`config.mk`:
```
export PLATFORM = sky130hd
export DESIGN_NAME = modbus_frame_length_tracker_core
export DESIGN_NICKNAME = d
export VERILOG_FILES = /design/src/design/mflt_pkg.sv /design/src/design/modbus_frame_length_tracker_core.sv /design/src/design/mflt_cfg.sv /design/src/design/mflt_engine.sv
export SDC_FILE = /design/constraint.sdc
export NUM_CORES = 1
export LEC_CHECK = 0
export BUFFER_PORTS_ARGS = -buffer_cell sky130_fd_sc_hd__buf_4
export CAP_MARGIN = 30
export CORE_MARGIN = 3
export CORE_UTILIZATION = 43
export DETAILED_ROUTE_END_ITERATION = 16
export SLEW_MARGIN = 40
export SYNTH_ARGS = -nofsm -noshare
export SYNTH_HDL_FRONTEND = slang
export SYNTH_SLANG_ARGS = --single-unit
export TNS_END_PERCENT = 30
```
`constraint.sdc`:
```
create_clock -name clk -period 9.5 [get_ports clk]
set_clock_uncertainty 0.1 [all_clocks]
set_input_delay 1.425 -clock clk [delete_from_list [all_inputs] [get_ports clk]]
set_output_delay 1.425 -clock clk [all_outputs]
set_load 0.02 [all_outputs]
```
`src/design/mflt_pkg.sv`:
```
// ----------------------------------------------------------------------------
// mflt_pkg
// Shared types, codes and decode functions of the Modbus frame length tracker.
// ----------------------------------------------------------------------------
package mflt_pkg;

    // Configuration register indexes.
    localparam logic [2:0] REG_HDR_BYTES        = 3'd0;
    localparam logic [2:0] REG_CRC_BYTES        = 3'd1;
    localparam logic [2:0] REG_MAX_FRAME_LENGTH = 3'd2;
    localparam logic [2:0] REG_RETRY_LIMIT      = 3'd3;
    localparam logic [2:0] REG_MESSAGE_KIND     = 3'd4;

    // Register reset values.
    localparam logic [3:0] RST_HDR_BYTES        = 4'd1;
    localparam logic [1:0] RST_CRC_BYTES        = 2'd2;
    localparam logic [8:0] RST_MAX_FRAME_LENGTH = 9'd256;
    localparam logic [7:0] RST_RETRY_LIMIT      = 8'd3;
    localparam logic       RST_MESSAGE_KIND     = 1'b0;

    // Message kinds.
    localparam logic KIND_REQUEST  = 1'b0;
    localparam logic KIND_RESPONSE = 1'b1;

    // Input commands.
    localparam logic [1:0] CMD_START   = 2'd0;
    localparam logic [1:0] CMD_BYTE    = 2'd1;
    localparam logic [1:0] CMD_TIMEOUT = 2'd2;

    // Reported phase codes.
    localparam logic [1:0] PH_HEADER   = 2'd0;
    localparam logic [1:0] PH_FUNCTION = 2'd1;
    localparam logic [1:0] PH_META     = 2'd2;
    localparam logic [1:0] PH_DATA     = 2'd3;

    // Modbus function codes that change the framing.
    localparam logic [7:0] FC_READ_INPUT_REGS   = 8'd4;
    localparam logic [7:0] FC_WRITE_SINGLE_COIL = 8'd5;
    localparam logic [7:0] FC_WRITE_SINGLE_REG  = 8'd6;
    localparam logic [7:0] FC_WRITE_MULTI_COILS = 8'd15;
    localparam logic [7:0] FC_WRITE_MULTI_REGS  = 8'd16;
    localparam logic [7:0] FC_REPORT_SERVER_ID  = 8'd17;

    // Meta part lengths.
    localparam logic [2:0] META_NONE   = 3'd0;
    localparam logic [2:0] META_SHORT  = 3'd1;
    localparam logic [2:0] META_FIXED  = 3'd4;
    localparam logic [2:0] META_MULTI  = 3'd5;

    // Offset of the byte-count byte past the header.
    localparam logic [4:0] COUNT_OFS_REQUEST  = 5'd5;
    localparam logic [4:0] COUNT_OFS_RESPONSE = 5'd1;

    typedef enum logic [1:0] {
        STEP_FUNCTION = 2'd0,
        STEP_META     = 2'd1,
        STEP_DATA     = 2'd2
    } step_t;

    typedef enum logic [2:0] {
        ST_IGNORED   = 3'd0,
        ST_MORE      = 3'd1,
        ST_DONE      = 3'd2,
        ST_TOO_LONG  = 3'd3,
        ST_EXHAUSTED = 3'd4
    } status_t;

    typedef struct packed {
        logic [3:0] hdr_bytes;
        logic [1:0] crc_bytes;
        logic [8:0] max_frame_length;
        logic [7:0] retry_limit;
        logic       message_kind;
    } cfg_t;

    typedef struct packed {
        logic [1:0] cmd;
        logic [7:0] data_byte;
    } item_t;

    typedef struct packed {
        status_t    status;
        logic [8:0] byte_index;
        logic [1:0] phase;
        logic [8:0] frame_length;
        logic [7:0] byte_out;
    } result_t;

    // Length of the meta part that follows the function code.
    function automatic logic [2:0] meta_length(input logic kind, input logic [7:0] fc);
        logic [2:0] m;
        if (kind == KIND_REQUEST) begin
            if (fc <= FC_WRITE_SINGLE_REG)
                m = META_FIXED;
            else if (fc == FC_WRITE_MULTI_COILS || fc == FC_WRITE_MULTI_REGS)
                m = META_MULTI;
            else
                m = META_NONE;
        end
        else begin
            if (fc == FC_WRITE_SINGLE_COIL || fc == FC_WRITE_SINGLE_REG
                || fc == FC_WRITE_MULTI_COILS || fc == FC_WRITE_MULTI_REGS)
                m = META_FIXED;
            else
                m = META_SHORT;
        end
        return m;
    endfunction

    // Data part length plus the trailing checksum.
    function automatic logic [8:0] data_length(input logic kind, input logic [7:0] fc,
                                               input logic [7:0] cb, input logic [1:0] chk);
        logic [7:0] n;
        n = 8'd0;
        if (kind == KIND_REQUEST) begin
            if (fc == FC_WRITE_MULTI_COILS || fc == FC_WRITE_MULTI_REGS)
                n = cb;
        end
        else begin
            if (fc <= FC_READ_INPUT_REGS || fc == FC_REPORT_SERVER_ID)
                n = cb;
        end
        return 9'(n) + 9'(chk);
    endfunction

endpackage

```
`src/design/modbus_frame_length_tracker_core.sv`:
```
// ----------------------------------------------------------------------------
// modbus_frame_length_tracker_core
// Tracks received Modbus bytes and reports where each frame ends.
// ----------------------------------------------------------------------------
// The block takes one command per cycle (start, received byte or receive
// timeout) and returns one result per command. A command passes through an
// input register, one pass of decode logic against the frame state, and a
// result register that shows its result; a new command can follow in every
// cycle while the output is not stalled. The result register alone holds a
// result that waits to be taken; the input stalls only when both registers
// are full. Configuration writes are taken at any time and should be made
// while no command is in flight. No clearing pass is needed after reset.
module modbus_frame_length_tracker_core
    import mflt_pkg::*;
#(
    parameter int MAX_FRAME = 512
)
(
    input  logic        clk,
    input  logic        rst_n,
    // Configuration write port.
    input  logic        cfg_wr_en,
    input  logic [2:0]  cfg_index,
    input  logic [8:0]  cfg_data,
    // Command stream.
    input  logic        s_tvalid,
    output logic        s_tready,
    input  logic [7:0]  s_tdata,   // [7:0] data_byte
    input  logic [1:0]  s_tuser,   // [1:0] cmd
    // Result stream.
    output logic        m_tvalid,
    input  logic        m_tready,
    output logic [31:0] m_tdata,   // [8:0] byte_index, [10:9] phase,
                                   // [19:11] frame_length, [27:20] byte_out, rest zero
    output logic [2:0]  m_tuser    // [2:0] status
);

    cfg_t    cfg;
    item_t   in_item_reg;
    logic    in_valid_reg, in_valid_next;
    logic    out_valid_reg, out_valid_next;
    result_t out_res_reg;
    result_t result;
    logic    advance;

    mflt_cfg u_cfg (
        .clk       (clk),
        .rst_n     (rst_n),
        .cfg_wr_en (cfg_wr_en),
        .cfg_index (cfg_index),
        .cfg_data  (cfg_data),
        .cfg       (cfg)
    );

    mflt_engine #(
        .MAX_FRAME (MAX_FRAME)
    ) u_engine (
        .clk     (clk),
        .rst_n   (rst_n),
        .cfg     (cfg),
        .item    (in_item_reg),
        .advance (advance),
        .result  (result)
    );

    // Handshake: the held command moves on when the result register is free.
    assign advance  = in_valid_reg && (!out_valid_reg || m_tready);
    assign s_tready = !in_valid_reg || advance;

    always_comb
    begin
        in_valid_next = in_valid_reg;
        if (s_tready)
            in_valid_next = s_tvalid;

        out_valid_next = out_valid_reg;
        if (advance)
            out_valid_next = 1'b1;
        else if (m_tready)
            out_valid_next = 1'b0;
    end

    always_ff @(posedge clk or negedge rst_n)
    begin
        if (!rst_n)
        begin
            in_valid_reg  <= 1'b0;
            out_valid_reg <= 1'b0;
        end
        else
        begin
            in_valid_reg  <= in_valid_next;
            out_valid_reg <= out_valid_next;
        end
    end

    // Payload registers load on each transfer.
    always_ff @(posedge clk)
    begin
        if (s_tvalid && s_tready)
        begin
            in_item_reg.cmd       <= s_tuser;
            in_item_reg.data_byte <= s_tdata;
        end
        if (advance)
            out_res_reg <= result;
    end

    assign m_tvalid = out_valid_reg;
    assign m_tuser  = out_res_reg.status;
    assign m_tdata  = {4'd0, out_res_reg.byte_out, out_res_reg.frame_length,
                       out_res_reg.phase, out_res_reg.byte_index};

endmodule

```
`src/design/mflt_cfg.sv`:
```
// ----------------------------------------------------------------------------
// mflt_cfg
// Configuration register file, written through a plain write port.
// ----------------------------------------------------------------------------
module mflt_cfg
    import mflt_pkg::*;
(
    input  logic       clk,
    input  logic       rst_n,
    input  logic       cfg_wr_en,
    input  logic [2:0] cfg_index,
    input  logic [8:0] cfg_data,
    output cfg_t       cfg
);

    cfg_t cfg_reg;
    cfg_t cfg_next;

    // Decode the register index; writes beyond the list are dropped.
    always_comb
    begin
        cfg_next = cfg_reg;
        if (cfg_wr_en)
        begin
            unique case (cfg_index)
                REG_HDR_BYTES:        cfg_next.hdr_bytes        = cfg_data[3:0];
                REG_CRC_BYTES:        cfg_next.crc_bytes        = cfg_data[1:0];
                REG_MAX_FRAME_LENGTH: cfg_next.max_frame_length = cfg_data[8:0];
                REG_RETRY_LIMIT:      cfg_next.retry_limit      = cfg_data[7:0];
                REG_MESSAGE_KIND:     cfg_next.message_kind     = cfg_data[0];
                default:              cfg_next = cfg_reg;
            endcase
        end
    end

    always_ff @(posedge clk or negedge rst_n)
    begin
        if (!rst_n)
        begin
            cfg_reg.hdr_bytes        <= RST_HDR_BYTES;
            cfg_reg.crc_bytes        <= RST_CRC_BYTES;
            cfg_reg.max_frame_length <= RST_MAX_FRAME_LENGTH;
            cfg_reg.retry_limit      <= RST_RETRY_LIMIT;
            cfg_reg.message_kind     <= RST_MESSAGE_KIND;
        end
        else
        begin
            cfg_reg <= cfg_next;
        end
    end

    assign cfg = cfg_reg;

endmodule

```
`src/design/mflt_engine.sv`:
```
// ----------------------------------------------------------------------------
// mflt_engine
// Frame state and the single-pass decode of one command into one result.
// ----------------------------------------------------------------------------
module mflt_engine
    import mflt_pkg::*;
#(
    parameter int MAX_FRAME = 512
)
(
    input  logic    clk,
    input  logic    rst_n,
    input  cfg_t    cfg,
    input  item_t   item,
    input  logic    advance,
    output result_t result
);

    localparam int CNT_W = $clog2(MAX_FRAME);
    localparam int SUM_W = ((CNT_W > 9) ? CNT_W : 9) + 1;
    localparam logic [CNT_W-1:0] CNT_LAST = CNT_W'(MAX_FRAME - 1);

    // Frame state.
    step_t            step_reg,    step_next;
    logic [8:0]       rem_reg,     rem_next;
    logic [CNT_W-1:0] rcv_reg,     rcv_next;
    logic [7:0]       retries_reg, retries_next;
    logic [7:0]       fc_reg,      fc_next;
    logic [7:0]       cb_reg,      cb_next;
    logic             active_reg,  active_next;

    // Shared decode terms.
    logic [1:0]       cur_phase;
    logic [4:0]       count_pos;
    logic [7:0]       fc_new;
    logic [7:0]       cb_new;
    logic [CNT_W-1:0] rcv_inc;
    logic [8:0]       rem_dec;
    logic [2:0]       meta_len;
    logic [8:0]       data_len;
    logic [SUM_W-1:0] total;
    logic             go_meta;
    logic             to_data;
    logic             data_done;
    logic             too_long;
    logic             byte_frame_end;
    status_t          byte_status;

    // Byte decode: captures, counters and the end-of-part tests.
    always_comb
    begin
        unique case (step_reg)
            STEP_FUNCTION: cur_phase = (rcv_reg < CNT_W'(cfg.hdr_bytes)) ?
                                       PH_HEADER : PH_FUNCTION;
            STEP_META:     cur_phase = PH_META;
            default:       cur_phase = PH_DATA;
        endcase

        count_pos = 5'(cfg.hdr_bytes) + ((cfg.message_kind == KIND_REQUEST) ?
                    COUNT_OFS_REQUEST : COUNT_OFS_RESPONSE);
        fc_new = (step_reg == STEP_FUNCTION && rcv_reg == CNT_W'(cfg.hdr_bytes)) ?
                 item.data_byte : fc_reg;
        cb_new = (step_reg == STEP_META && rcv_reg == CNT_W'(count_pos)) ?
                 item.data_byte : cb_reg;

        rcv_inc = (rcv_reg < CNT_LAST) ? rcv_reg + 1'b1 : rcv_reg;
        rem_dec = (rem_reg != 9'd0) ? rem_reg - 9'd1 : 9'd0;

        meta_len = meta_length(cfg.message_kind, fc_new);
        data_len = data_length(cfg.message_kind, fc_new, cb_new, cfg.crc_bytes);
        total    = SUM_W'(rcv_inc) + SUM_W'(data_len);

        go_meta   = (rem_dec == 9'd0) && (step_reg == STEP_FUNCTION) && (meta_len != META_NONE);
        to_data   = (rem_dec == 9'd0) && ((step_reg == STEP_META)
                    || (step_reg == STEP_FUNCTION && meta_len == META_NONE));
        data_done = (rem_dec == 9'd0) && (step_reg == STEP_DATA);
        too_long  = to_data && (total > SUM_W'(cfg.max_frame_length)
                    || total > SUM_W'(MAX_FRAME - 1));

        if (too_long)
            byte_status = ST_TOO_LONG;
        else if (data_done || (to_data && data_len == 9'd0))
            byte_status = ST_DONE;
        else
            byte_status = ST_MORE;
        byte_frame_end = (byte_status != ST_MORE);
    end

    // Next state of the frame tracker.
    always_comb
    begin
        step_next    = step_reg;
        rem_next     = rem_reg;
        rcv_next     = rcv_reg;
        retries_next = retries_reg;
        fc_next      = fc_reg;
        cb_next      = cb_reg;
        active_next  = active_reg;
        unique case (item.cmd)
            CMD_START:
            begin
                step_next    = STEP_FUNCTION;
                rem_next     = 9'(cfg.hdr_bytes) + 9'd1;
                rcv_next     = '0;
                retries_next = cfg.retry_limit;
                fc_next      = 8'd0;
                cb_next      = 8'd0;
                active_next  = (cfg.retry_limit != 8'd0);
            end
            CMD_TIMEOUT:
            begin
                if (active_reg)
                begin
                    if (retries_reg <= 8'd1)
                    begin
                        retries_next = 8'd0;
                        active_next  = 1'b0;
                    end
                    else
                    begin
                        retries_next = retries_reg - 8'd1;
                    end
                end
            end
            CMD_BYTE:
            begin
                if (active_reg)
                begin
                    fc_next  = fc_new;
                    cb_next  = cb_new;
                    rcv_next = rcv_inc;
                    rem_next = rem_dec;
                    if (go_meta)
                    begin
                        step_next = STEP_META;
                        rem_next  = 9'(meta_len);
                    end
                    else if (to_data && !too_long)
                    begin
                        step_next = STEP_DATA;
                        rem_next  = data_len;
                    end
                    if (byte_frame_end)
                        active_next = 1'b0;
                end
            end
            default:
            begin
                active_next = active_reg;
            end
        endcase
    end

    // Result of the current command.
    always_comb
    begin
        result.status       = ST_IGNORED;
        result.byte_index   = 9'(rcv_reg);
        result.phase        = cur_phase;
        result.frame_length = 9'(rcv_reg);
        result.byte_out     = 8'd0;
        unique case (item.cmd)
            CMD_START:
            begin
                result.status       = (cfg.retry_limit == 8'd0) ? ST_EXHAUSTED : ST_MORE;
                result.byte_index   = 9'd0;
                result.phase        = (cfg.hdr_bytes != 4'd0) ? PH_HEADER : PH_FUNCTION;
                result.frame_length = 9'd0;
            end
            CMD_TIMEOUT:
            begin
                if (active_reg)
                    result.status = (retries_reg <= 8'd1) ? ST_EXHAUSTED : ST_MORE;
            end
            CMD_BYTE:
            begin
                if (active_reg)
                begin
                    result.status       = byte_status;
                    result.frame_length = 9'(rcv_inc);
                    result.byte_out     = item.data_byte;
                end
            end
            default:
            begin
                result.status = ST_IGNORED;
            end
        endcase
    end

    // State registers advance once per transfer into the result register.
    always_ff @(posedge clk or negedge rst_n)
    begin
        if (!rst_n)
        begin
            step_reg    <= STEP_FUNCTION;
            rem_reg     <= 9'd0;
            rcv_reg     <= '0;
            retries_reg <= 8'd0;
            fc_reg      <= 8'd0;
            cb_reg      <= 8'd0;
            active_reg  <= 1'b0;
        end
        else if (advance)
        begin
            step_reg    <= step_next;
            rem_reg     <= rem_next;
            rcv_reg     <= rcv_next;
            retries_reg <= retries_next;
            fc_reg      <= fc_next;
            cb_reg      <= cb_next;
            active_reg  <= active_next;
        end
    end

endmodule

```
==> out/metrics.csv, run 1 <==
metric;value;unit
cts_tree;built;
rsz0062_at_grt;false;
cp_num_cells;28;
status;finished, final reports clean;
syn_area;6904;um^2
start_util;44.75;%
critPathMaxStageDelay;0.62;ns
hpwlAfterDp;13.18;mm
core;15430;um^2
vias;5574;
grt_max_degree;72;
design_area;7797;um^2
hold_violations;0;
hold_path.class;register to register;
drtAntennaViolNets;0;
ctsResizeCount;0;
period_share;80.66;%
arrival;7.84;ns
finalMaxSlewViolations;0;
dr.pass1.iters;5;
syn_inst;696;
largest_register_ff_count;28;
syn_avg_cell_area;9.920;um^2
rows;45;
post-route-min-period;7.662;ns
cts_max_path_buffers;2;
ios;64;
crit_required;9.68;ns
fin_nets;803;
synthArstFlopShare;63.39;%
dieArea;17610;um^2
setup_violations;0;
die_y;132.7;um
wirelength;17.78;mm
cts-root-buf;clkbuf_16;
fillers;1481;
ys_ff_latch;112;
antenna_found_initial;0;
synth_edf_count;41;
worst-setup-path-type;register to register;
setup_tns;0;ns
post_cts_buffers;0;
drc_errors;0;
cp_num_buf_inv;1;
yosysSeqAreaShare;43.66;%
track_usage;20.69;%
dp_cells;939;
grt_pass1_wl;29.09;mm
path_clk_slew;0.08;ns
path_common_cell;a21oi_1;
slowest_stage;or4_4;
max-cap-violations;0;
slew_headroom;52.70;%
io_buffers;59;
gp_congestion;0.8902;
ir_drop;112.0;uV
cts_sinks;112;
cp_max_fo;13;
drive_above_1_share;15.46;%
worstMarginPinSlew;0.7081;ns
cp-end-kind;register;
num_antenna_cells;0;
grt_pass1_vias;5320;
crit_family;simple AND/OR/NAND/NOR gates;
first_iter_violations;420;
h-tree-depth;3;
critPathLaunchType;register;
routedWlPerCell;18.62;um
p_per_area;211.2;nW/um^2
dpl_cell_area;7500;um^2
area_growth;12.94;%
fin_cells;955;
max_freq;0.1305;GHz
dieWidth;132.7;um
yosys_warnings;0;
grt_overflow;0;
synthFlopType;dfrtp_1;
r2r_cells;28;
leakage;3.321;nW
vias_per_cell;5.837;
fin_hold_ws;0.4026;ns
min_path_cells;1;
cts_buffers;9;
clock_latency;0.37;ns
hold_buffers;0;
yosysUniqueCellTypes;75;
[logic make-up (layout without fill, tap and decap cells)]
logic type / count (synthesis) / in the layout / share of synthesized area [%]
multiplexers: 26 / 26 / 4.295
adder cells (fa/ha/maj): 37 / 37 / 6.923
AO/OA/AOI/OAI: 170 / 170 / 16.44
AND/OR/NAND/NOR: 245 / 245 / 19.74
XOR/XNOR: 35 / 35 / 4.639
buffers and inverters: 70 / 115 / 4.259
other: 1 / 4 / 0.05432
flip-flops: 112 / 112 / 43.66
[cell type report]
class,instances,area (um^2),area share [%]
Clock buffer,10,239.0,3.065
Clock inverter,6,58.81,0.7542
Inverter,36,135.1,1.733
Multi-Input combinational cell,517,3610,46.29
Sequential cell,112,3014,38.66
Tap cell,211,264.0,3.386
Timing Repair Buffer,63,476.7,6.114
[final timing paths]
| kind | from | endpoint | slack (ns) |
|---|---|---|---|
| worst min-delay path | in_valid_reg | m_tvalid | 0.40 |
| worst max register to register | u_engine.rcv_reg[5] | u_engine.rem_reg[4] | 1.84 |
| worst max-delay path | u_engine.rcv_reg[5] | u_engine.rem_reg[4] | 1.84 |
| max in group asynchronous | rst_n | u_engine.cb_reg[5] | 7.84 |
| worst min register to register | in_valid_reg | m_tvalid | 0.40 |
| min in group asynchronous | rst_n | u_engine.rcv_reg[1] | 0.98 |
[per-layer routing]
metal	wire length, um	GRT usage, %
met3	927	3.954
met4	361	6.062
met2	8285	32.84
met5	0	0
met1	8210	28.98
[cell usage in the layout, fill, tap and decap left out, drive strengths merged, types with 4 or more instances in the layout]
master and count:
a2111oi 4, nand2 49, dfrtp 66, o31ai 12, clkbuf 10, and3 14, o21a 6, mux2i 9
nor4 10, a22oi 6, xnor2 14, nor3 20, nor2b 15, mux2 16, o22ai 4, buf 63
edfxtp 41, nor2 50, and2 7, nand2b 10, a211oi 6, a21o 5, nand3 27, dfstp 5
or3 5, nor3b 7, a21oi 31, nand4 9, ha 35, xor2 20, a22o 17, inv 38
a221oi 4, or4 7, o21ai 54, conb 4
[through the flow]
step / utilization [%] / power [mW] / setup WS [ns]
final: 50.54 / 1.647 / 1.838
after global routing: 50.54 / 1.754 / 1.256
after CTS: 50.54 / 1.650 / 1.998
after detailed placement: 48.61 / 1.260 / 1.998
after global placement: 48.52 / 1.249 / 1.985
after floorplan: - / 1.088 / 2.866
[Yosys cell counts (3+ instances only)]
library cell | instances | area (um^2)
o21ai_1 | 6 | 30.03
and3_1 | 14 | 87.58
edfxtp_1 | 41 | 1231
nor3b_1 | 5 | 37.54
a2111oi_0 | 3 | 26.28
xnor2_1 | 14 | 122.6
ha_1 | 35 | 437.9
o21a_1 | 6 | 45.04
and2_1 | 6 | 37.54
nand4_1 | 9 | 56.30
mux2i_1 | 9 | 90.09
dfrtp_1 | 66 | 1652
nand2_1 | 49 | 183.9
a32oi_1 | 3 | 26.28
a21o_1 | 5 | 37.54
a221oi_1 | 4 | 35.03
a22o_1 | 17 | 148.9
inv_1 | 34 | 127.6
buf_4 | 4 | 30.03
nand3_1 | 27 | 135.1
nand2b_1 | 10 | 62.56
a211oi_1 | 6 | 45.04
xor2_1 | 20 | 175.2
or4_1 | 5 | 37.54
or3_1 | 5 | 31.28
o22ai_1 | 4 | 25.02
dfstp_2 | 5 | 131.4
a21oi_1 | 31 | 155.2
mux2_2 | 16 | 180.2
nor2_1 | 50 | 187.7
and4_1 | 3 | 26.28
nor3_1 | 19 | 95.09
nor2b_1 | 15 | 93.84
a22oi_1 | 6 | 45.04
o21ai_0 | 48 | 240.2
o31ai_1 | 12 | 90.09
clkbuf_1 | 27 | 101.4
nor4_1 | 8 | 50.05
[report_power, final]
group          internal, mW  leakage [nW]  switching [mW]  total (mW)
clock network         0.192         0.145           0.191       0.383
registers             0.592          1.30           0.100       0.692
logic                 0.242          1.87           0.330       0.572
No activity file was read; power rests on OpenSTA's default activity.
==> inputs of run 2 (changes only) <==
==> constraint.sdc (replaced) <==
create_clock -name clk -period 7.3 [get_ports clk]
set_clock_uncertainty 0.1 [all_clocks]
set_input_delay 1.095 -clock clk [delete_from_list [all_inputs] [get_ports clk]]
set_output_delay 1.095 -clock clk [all_outputs]
set_load 0.02 [all_outputs]
==> out/metrics.csv, run 2 (synthesis gave the netlist of run 1 again) <==
metric;value;unit;change
drtAntennaViolNets;0;;unchanged
rrSetupSlack;0.37;ns;-1.47 ns
drc_errors;0;;unchanged
arrival;7.09;ns;-0.75 ns
path_clk_slew;0.07;ns;about the same
worst-setup-path-type;register to register;;
slowest_stage;dfrtp_2;;
cts_sinks;112;;unchanged
drive_above_1_share;17.13;%;+1.7 points
first_iter_violations;519;;+24%
fillers;1451;;-2.0%
antenna_found_initial;0;;unchanged
gp_congestion;0.9340;;+4.9%
hold_violations;0;;unchanged
hold_path.class;register to register;;
ir_drop;133.4;uV;+19%
critPathLaunchType;register;;
layout_common_cells;buf_4 (77), dfrtp_1 (65), nand2_1 (49), nor2_1 (49), o21ai_0 (48);;
finalMaxSlewViolations;0;;unchanged
ios;64;;unchanged
grt_max_degree;72;;unchanged
crit_required;7.46;ns;-2.22 ns
vias;5558;;-0.29%
p_per_area;270.6;nW/um^2;+28%
wirelength;18.28;mm;+2.8%
largest_register_ff_count;28;;unchanged
dieArea;17610;um^2;unchanged
final_common_cell;buf_4;;
area.sequential;3015;um^2;about the same
hold_start;in_valid_reg;;
utilization;51.22;%;+0.68 points
rr_endpoint;u_engine.rem_reg[4];;
reg2reg_from;u_cfg.cfg[0];;
cp_max_fo;6;;-7
cts_max_path_buffers;2;;unchanged
dr.pass1.iters;5;;unchanged
rows;45;;unchanged
r2r_cells;31;;+11%
start_util;44.75;%;unchanged
worstMarginPinSlew;0.7387;ns;+0.03069 ns
grt_pass1_vias;5363;;+0.81%
hold_buffers;0;;unchanged
cts_buffers;9;;unchanged
h-tree-depth;3;;unchanged
cp-end-kind;register;;
track_usage;21.03;%;+0.34 points
status;finished, final reports clean;;
multiInputGateArea;3616;um^2;+0.17%
grt_overflow;0;;unchanged
period_share;94.90;%;+14 points
grt_pass1_wl;29.52;mm;+1.5%
hpwlAfterDp;13.69;mm;+3.9%
slew_headroom;50.75;%;-1.9 points
worst_hold_path.endpoint;m_tvalid;;
max-cap-violations;0;;unchanged
num_antenna_cells;0;;unchanged
min_path_cells;1;;unchanged
max_freq;0.1443;GHz;+11%
post-route-min-period;6.928;ns;-0.7345 ns
critPathMaxStageDelay;0.43;ns;-0.19 ns
die_y;132.7;um;unchanged
setup_tns;0;ns;unchanged
area_growth;14.46;%;
power;2.139;mW;+30%
cts_tree;built;;
rsz0062_at_grt;false;;
dieWidth;132.7;um;unchanged
routedWlPerCell;18.85;um;+1.2%
dpl_cell_area;7602;um^2;+1.4%
clock_latency;0.36;ns;about the same
core;15430;um^2;unchanged
design_area;7903;um^2;+1.3%
io_buffers;59;;unchanged
cts-root-buf;clkbuf_16;;
leakage;3.390;nW;+2.1%
setup_violations;0;;unchanged
fin_nets;818;;+1.9%
vias_per_cell;5.730;;-1.8%
## run 2: cell count changes in the layout (fill, tap and decap cells not counted)
cell / before / now
clkinv_1: 2 / 3
a211oi_1: 6 / 5
buf_4: 62 / 77
dfrtp_1: 66 / 65
dfrtp_2: 0 / 1
a2111oi_1: 0 / 1
a2111oi_0: 3 / 2
a211oi_2: 0 / 1
clkbuf_1: 0 / 1
inv_8: 3 / 1
## run 2: layer usage
layer / wire length [um] / GRT usage (%) / vias to the layer above
li1: - / - / 2676
met1: 8763 / 30.30 / 2692
met2: 8394 / 32.44 / 171
met3: 863 / 4.030 / 19
met4: 257 / 6.005 / 0
met5: 0 / 0 / -
## run 2: layout make-up
type	instances	area share, %
Inverter	36	1.710
Clock buffer	11	3.072
Multi-Input combinational cell	517	45.76
Sequential cell	112	38.16
Tap cell	211	3.341
Timing Repair Buffer	78	7.457
Clock inverter	5	0.5066
## run 2: stage by stage
step / setup WS [ns] / instances / hold WS (ns)
after floorplan: 0.6658 / 699 / 0.3569
after global placement: 0.4388 / 953 / 0.3802
after detailed placement: 0.1873 / 953 / 0.3955
after CTS: 0.1319 / 969 / 0.4108
after global routing: 0.01735 / 970 / 0.4358
final: 0.3722 / 970 / 0.4058
## run 2: power by group
group,total [mW],internal [mW],switching [mW]
combinational,0.770,0.328,0.443
sequential,0.891,0.771,0.120
clock,0.478,0.244,0.233
total,2.14,1.34,0.796
## run 2: how the worst max path moves through the flow
stage | from | to | slack (ns) | cells after the start
after global routing | u_cfg.cfg[0] | u_engine.rem_reg[4] | 0.02 | 31
final | u_cfg.cfg[0] | u_engine.rem_reg[4] | 0.37 | 31
after CTS | u_cfg.cfg[0] | u_engine.rem_reg[4] | 0.13 | 29
after global placement | u_cfg.cfg[0] | u_engine.rem_reg[4] | 0.44 | 29
after floorplan | u_cfg.cfg[0] | u_engine.rem_reg[4] | 0.67 | 32
after detailed placement | u_cfg.cfg[0] | u_engine.rem_reg[4] | 0.19 | 29
## run 2: critical path: cells and delay by family, from the launching register on
family                   cells  cell delay, ns
flip-flops                   1            0.43
multiplexers                 1            0.18
buffers and inverters        3            0.47
AO/OA/AOI/OAI               10            1.77
XOR/XNOR                     3            0.70
AND/OR/NAND/NOR             10            1.96
adder cells (fa/ha/maj)      4            1.23
## run 2: what timing repair did
item	CTS	global route
setup endpoints to repair	0	12
buffers inserted	0	1
gates resized for setup	0	4
